### src/hdl/tvs_pkg.sv
// Shared constants, types and register codes of the trilinear volume sampler.
`timescale 1ns / 1ps
`default_nettype none

package tvs_pkg;

  // Grid, sample and fixed-point geometry.
  localparam int AXIS_BITS   = 5;
  localparam int SAMPLE_BITS = 16;
  localparam int FRAC_BITS   = 16;
  localparam int POS_W       = 32;
  localparam int SIZE_W      = 6;
  localparam int SPACE_W     = 24;
  localparam int OUT_W       = 24;
  localparam int CFG_IDX_W   = 3;

  // Quotient bits of the coordinate divider and its pipeline depth.
  localparam int QW       = AXIS_BITS + FRAC_BITS;
  localparam int AXIS_LAT = QW + 2;
  localparam int LIM_W    = AXIS_BITS + SPACE_W;

  // Each of the eight banks holds one parity class of (i, j, k).
  localparam int NBANK   = 8;
  localparam int BANK_AW = 3 * (AXIS_BITS - 1);

  // Register reset values.
  localparam logic [SIZE_W-1:0]  SIZE_RESET    = SIZE_W'(32);
  localparam logic [SPACE_W-1:0] SPACING_RESET = SPACE_W'(65536);

  // Item kinds carried on the input tuser.
  localparam logic OP_WRITE = 1'b0;
  localparam logic OP_QUERY = 1'b1;

  // Configuration register indexes.
  typedef enum logic [CFG_IDX_W-1:0] {
    REG_SIZE_I    = 3'd0,
    REG_SIZE_J    = 3'd1,
    REG_SIZE_K    = 3'd2,
    REG_SPACING_I = 3'd3,
    REG_SPACING_J = 3'd4,
    REG_SPACING_K = 3'd5
  } cfg_reg_t;

  // Item fields that travel beside the coordinate dividers.
  typedef struct packed {
    logic                          valid;
    logic                          op;
    logic [AXIS_BITS-1:0]          vi;
    logic [AXIS_BITS-1:0]          vj;
    logic [AXIS_BITS-1:0]          vk;
    logic signed [SAMPLE_BITS-1:0] value;
  } item_t;

  // Result of one axis: range test, low index and fraction.
  typedef struct packed {
    logic                 outside;
    logic [AXIS_BITS-1:0] lo;
    logic [FRAC_BITS-1:0] frac;
  } axis_res_t;

  // Control that enters the blend pipeline with the eight samples.
  typedef struct packed {
    logic                 valid;
    logic                 outside;
    logic [FRAC_BITS-1:0] fi;
    logic [FRAC_BITS-1:0] fj;
    logic [FRAC_BITS-1:0] fk;
  } blend_ctl_t;

endpackage

`default_nettype wire

### src/hdl/tvs_axis.sv
// One axis: range test and a pipelined restoring divider, one quotient bit a stage.
`timescale 1ns / 1ps
`default_nettype none

module tvs_axis import tvs_pkg::*; (
  input  wire logic                    clk,
  input  wire logic                    adv,
  input  wire logic signed [POS_W-1:0] pos,
  input  wire logic [SIZE_W-1:0]       size,
  input  wire logic [SPACE_W-1:0]      spacing,
  output axis_res_t                    res
);

  logic [AXIS_BITS-1:0] szm1;
  logic [SPACE_W-1:0]   sp;

  logic signed [POS_W-1:0] pos_a;
  logic [LIM_W-1:0]        lim_a;

  logic [SPACE_W-1:0] rem [QW+1];
  logic [QW-1:0]      dvd [QW+1];
  logic [QW-1:0]      quo [QW+1];
  logic               oob [QW+1];

  logic [SPACE_W:0]   trial    [QW];
  logic               ge       [QW];
  logic [SPACE_W-1:0] rem_next [QW];

  // Effective size minus one and effective spacing.
  always_comb begin
    if (size == '0) begin
      szm1 = '0;
    end else if (size > SIZE_W'(2**AXIS_BITS)) begin
      szm1 = '1;
    end else begin
      szm1 = AXIS_BITS'(size - SIZE_W'(1));
    end
    sp = (spacing == '0) ? SPACE_W'(1) : spacing;
  end

  // Stage A: upper bound of the axis in Q16 units.
  always_ff @(posedge clk) begin
    if (adv) begin
      pos_a <= pos;
      lim_a <= LIM_W'(szm1) * LIM_W'(sp);
    end
  end

  // Compare and subtract of each divider stage.
  always_comb begin
    for (int s = 0; s < QW; s++) begin
      trial[s]    = {rem[s], dvd[s][QW-1]};
      ge[s]       = trial[s] >= {1'b0, sp};
      rem_next[s] = ge[s] ? SPACE_W'(trial[s] - {1'b0, sp}) : trial[s][SPACE_W-1:0];
    end
  end

  // Stage B sets up the range test and the divider; the top dividend bits form the
  // first remainder. The divider stages follow, one quotient bit a cycle while adv is high.
  always_ff @(posedge clk) begin
    if (adv) begin
      oob[0] <= pos_a[POS_W-1] || (pos_a[POS_W-2:0] > (POS_W-1)'(lim_a));
      rem[0] <= pos_a[AXIS_BITS +: SPACE_W];
      dvd[0] <= {pos_a[AXIS_BITS-1:0], {FRAC_BITS{1'b0}}};
      quo[0] <= '0;
      for (int s = 0; s < QW; s++) begin
        rem[s+1] <= rem_next[s];
        dvd[s+1] <= {dvd[s][QW-2:0], 1'b0};
        quo[s+1] <= {quo[s][QW-2:0], ge[s]};
        oob[s+1] <= oob[s];
      end
    end
  end

  assign res.outside = oob[QW];
  assign res.lo      = quo[QW][QW-1:FRAC_BITS];
  assign res.frac    = quo[QW][FRAC_BITS-1:0];

endmodule

`default_nettype wire

### config.mk
export PLATFORM = sky130hd
export DESIGN_NAME = tvs_axis
export DESIGN_NICKNAME = d
export VERILOG_FILES = /design/src/hdl/tvs_pkg.sv /design/src/hdl/tvs_axis.sv
export SDC_FILE = /design/constraint.sdc
export NUM_CORES = 2
export LEC_CHECK = 0
export BUFFER_PORTS_ARGS = -buffer_cell sky130_fd_sc_hd__buf_2
export CORE_MARGIN = 4
export CORE_UTILIZATION = 55
export DETAILED_ROUTE_END_ITERATION = 16
export GPL_ROUTABILITY_DRIVEN = 0
export MAX_ROUTING_LAYER = met4
export PLACE_DENSITY = 0.75
export SETUP_SLACK_MARGIN = 0.3
export SYNTH_ARGS = -nofsm -noshare
export SYNTH_HDL_FRONTEND = slang
export SYNTH_SLANG_ARGS = --single-unit
### constraint.sdc
create_clock -name clk -period 12.5 [get_ports clk]
set_clock_uncertainty 0.05 [all_clocks]
set_input_delay 1.875 -clock clk [delete_from_list [all_inputs] [get_ports clk]]
set_output_delay 1.875 -clock clk [all_outputs]
set_load 0.02 [all_outputs]
==> impl_metrics.yaml <==
route:
  wl_um: 138000
  viasPerCell: 6.08
  via_count: 42100
  drc: 0
  drt_iter0_drc: 3316
  detail-route-antenna-nets: 0
  drt-wirelength-per-cell_um: 19.9
  first_pass_iters: 6
worst_setup_path:
  timing_worst_setup_path_type: "in2reg"
  path_cells: "buf_2, or4_1, or4_4, o31ai_4, buf_4, nand2_1, fa_1, fa_1, fa_1, inv_1, ha_1, o21ai_0, o21bai_1, a2111o_1, and4_1, a211oi_1, nor3_1, a41o_1, a22o_1, a221oi_1, xnor2_1"
  critical-path-top-delay-family: "compound AO/OA/AOI/OAI gates"
  crit_fanout: 13
  critPathMostFrequentCell: "fa_1"
  r2r_slack_ns: 7.45
  critical_path_required_ns: 12.88
  path_depth: 21
  worstSetupEndpointType: "flop"
  slowest_delay_ns: 0.55
  r2r_cells: 10
  worstPathArrival_ns: 8.19
  start_kind: "primary input"
  worst-path-buf-inv: 3
  cp_slowest_cell: "fa_1"
run:
  maxCapViolCount: 0
timing:
  finalCritPeriodShare: 0.625
  slew_viol_final: 0
  hold_viol: 0
  fin_tns_setup_ns: 0
  worst_slew_pin_slew_ns: 1.25
  fmax_ghz: 0.128
  relSlewSlack: 0.164
  min_period_ns: 7.81
  rsz0062_at_grt: "no"
  setup_viol: 0
die:
  core.rowCount: 118
  start_util: 0.556
  die_w_um: 332
  die_h_um: 332
  core-area_mm2: 0.104
  io-pin-count: 86
  dieArea_mm2: 0.110
final_layout:
  regArea_mm2: 0.0250
  drive_above_1_share: 0.108
  area_growth_syn_to_layout_pct: 9.12
  multi_input_area_mm2: 0.0312
  n_fill_cell: 8426
  fin_nets: 6191
  final_cell_mix: "833 x edfxtp_1, 571 x ha_1, 500 x a21oi_1, 409 x nor2_1, 329 x nand2_1"
  final_cell_count_no_fill: 6929
  mostFrequentLayoutCell: "edfxtp_1"
clocking:
  post_cts_resized: 0
  clockBufferDepth: 3
  cts.root.buffer_cell: "clkbuf_16"
  clk_latency_ns: 0.68
  cts.reportedPaths.clkPinSlew_ns: 0.07
  cts_tree: "built"
  cts_num_sinks: 833
  cts_hold_buf: 0
  numCtsBuffers: 96
  post_cts_buffers: 0
  htreeDepth: 3
yosys:
  syn_nets: 6072
  synth-async-reset-ratio: 0
  synth_edf_count: 833
  synth-seq-cells: 833
  synthDistinctLibCells: 84
  synth.avg_cell_area_um2: 10.8
  seq_area_frac_synth: 0.433
  netlist_instances: 5351
  ys_warn_count: 0
  synth_flop_cell: "edfxtp_1"
  netlist_area_mm2: 0.0578
place:
  detailed_place_hpwl_um: 96400
  dp_cells: 6752
  port_buffers: 85
global_route:
  grt_max_degree: 174
  grt_use_total: 0.252
  grt_pass1_vias: 40800
  grt_pass1_wl_um: 217000
  antenna_found_initial: 4
  grt-ovfl-total: 0
power:
  peakVddDrop_v: 0.000157
  power_leakage_nw: 25.7
  p_per_area_mw_per_mm2: 269
worst_hold_path:
  holdPathStages: 0
  worst_hold_path_type: "reg2reg"
status:
  status: "finished clean"
## state kept, by name, summed over array words and instances (netlist names)
name	flops
lim_a	29
pos_a	32
quo	231
rem	504
oob	22
dvd	15
## metal layers
| layer | part of all wire | wire length [um] | up-vias | track usage |
|---|---|---|---|---|
| met4 | 0.051 | 7000 | 0 | 0.110 |
| met2 | 0.48 | 65700 | 1276 | 0.412 |
| met5 | 0 | 0 | - | - |
| met3 | 0.058 | 8080 | 378 | 0.0385 |
| li1 | - | - | 20300 | - |
| met1 | 0.42 | 57300 | 20200 | 0.311 |
## cells in the mapped netlist, types with 11 or more instances
cell / n / area share
mux2_2: 251 / 0.049
o21a_1: 60 / 0.0078
o21bai_1: 51 / 0.0066
a31o_2: 11 / 0.0017
buf_4: 26 / 0.0034
or3_1: 12 / 0.0013
ha_1: 571 / 0.12
o31a_1: 13 / 0.0020
edfxtp_1: 833 / 0.43
a31oi_1: 44 / 0.0048
nand2_1: 329 / 0.021
o211ai_1: 14 / 0.0018
xnor2_1: 253 / 0.038
nor3_1: 68 / 0.0059
and3_1: 41 / 0.0044
nor4_1: 24 / 0.0026
a211o_1: 12 / 0.0018
a21oi_1: 502 / 0.044
a221oi_1: 12 / 0.0018
inv_1: 272 / 0.018
nand4_1: 62 / 0.0067
a21boi_0: 21 / 0.0027
clkbuf_1: 76 / 0.0049
xor2_1: 156 / 0.024
a21o_1: 230 / 0.030
nand3_1: 101 / 0.0088
and2_1: 58 / 0.0063
fa_1: 86 / 0.030
a211oi_1: 64 / 0.0083
or2_2: 29 / 0.0031
nor2_1: 409 / 0.027
mux2i_1: 11 / 0.0019
o31ai_1: 36 / 0.0047
nand2b_1: 70 / 0.0076
or4_1: 14 / 0.0018
mux2_1: 14 / 0.0027
nor2b_1: 62 / 0.0067
o21ai_0: 276 / 0.024
## area by class of cell
type | instances | share of cell area
timing repair buffer | 141 | 0.0138
tap | 1380 | 0.0274
multi-input combinational | 4125 | 0.495
sequential | 833 | 0.397
inverter | 273 | 0.0163
clock buffer | 115 | 0.0409
antenna | 1 | 0.0000397
clock inverter | 61 | 0.00967
## worst paths after layout
| check | startpoint | end |
|---|---|---|
| min | dvd[0][15] | dvd[1][16] |
| max | spacing[14] | lim_a[27] |
| min reg2reg | dvd[0][15] | dvd[1][16] |
| max reg2reg | rem[2][24] | rem[2][52] |
## kinds of logic after synthesis
family,count (synthesis),synth area share
AO/OA/AOI/OAI,1471,0.162
AND/OR/NAND/NOR,1312,0.108
flip-flops,833,0.433
adder cells (fa/ha/maj),657,0.154
XOR/XNOR,409,0.0620
buffers and inverters,393,0.0277
multiplexers,276,0.0536
## metrics by stage
step            util  hold slack (ns)  setup slack [ns]  total power, mW  area, um2
2_1_floorplan      -            0.350              4.12             12.0      57800
3_3_place_gp   0.576            0.350              4.10             13.7      59800
3_5_place_dp   0.576            0.355              4.02             14.0      59800
4_1_cts        0.606            0.362              4.75             16.9      63000
5_1_grt        0.606            0.368              4.50             18.2      63000
6_report       0.606            0.359              4.69             16.9      63000
## report_power, final
part | internal [mW] | switching, mW
clock | 1.71 | 1.15
combinational | 4.06 | 4.83
sequential | 4.62 | 0.569
No activity file was read; power rests on OpenSTA's default activity.
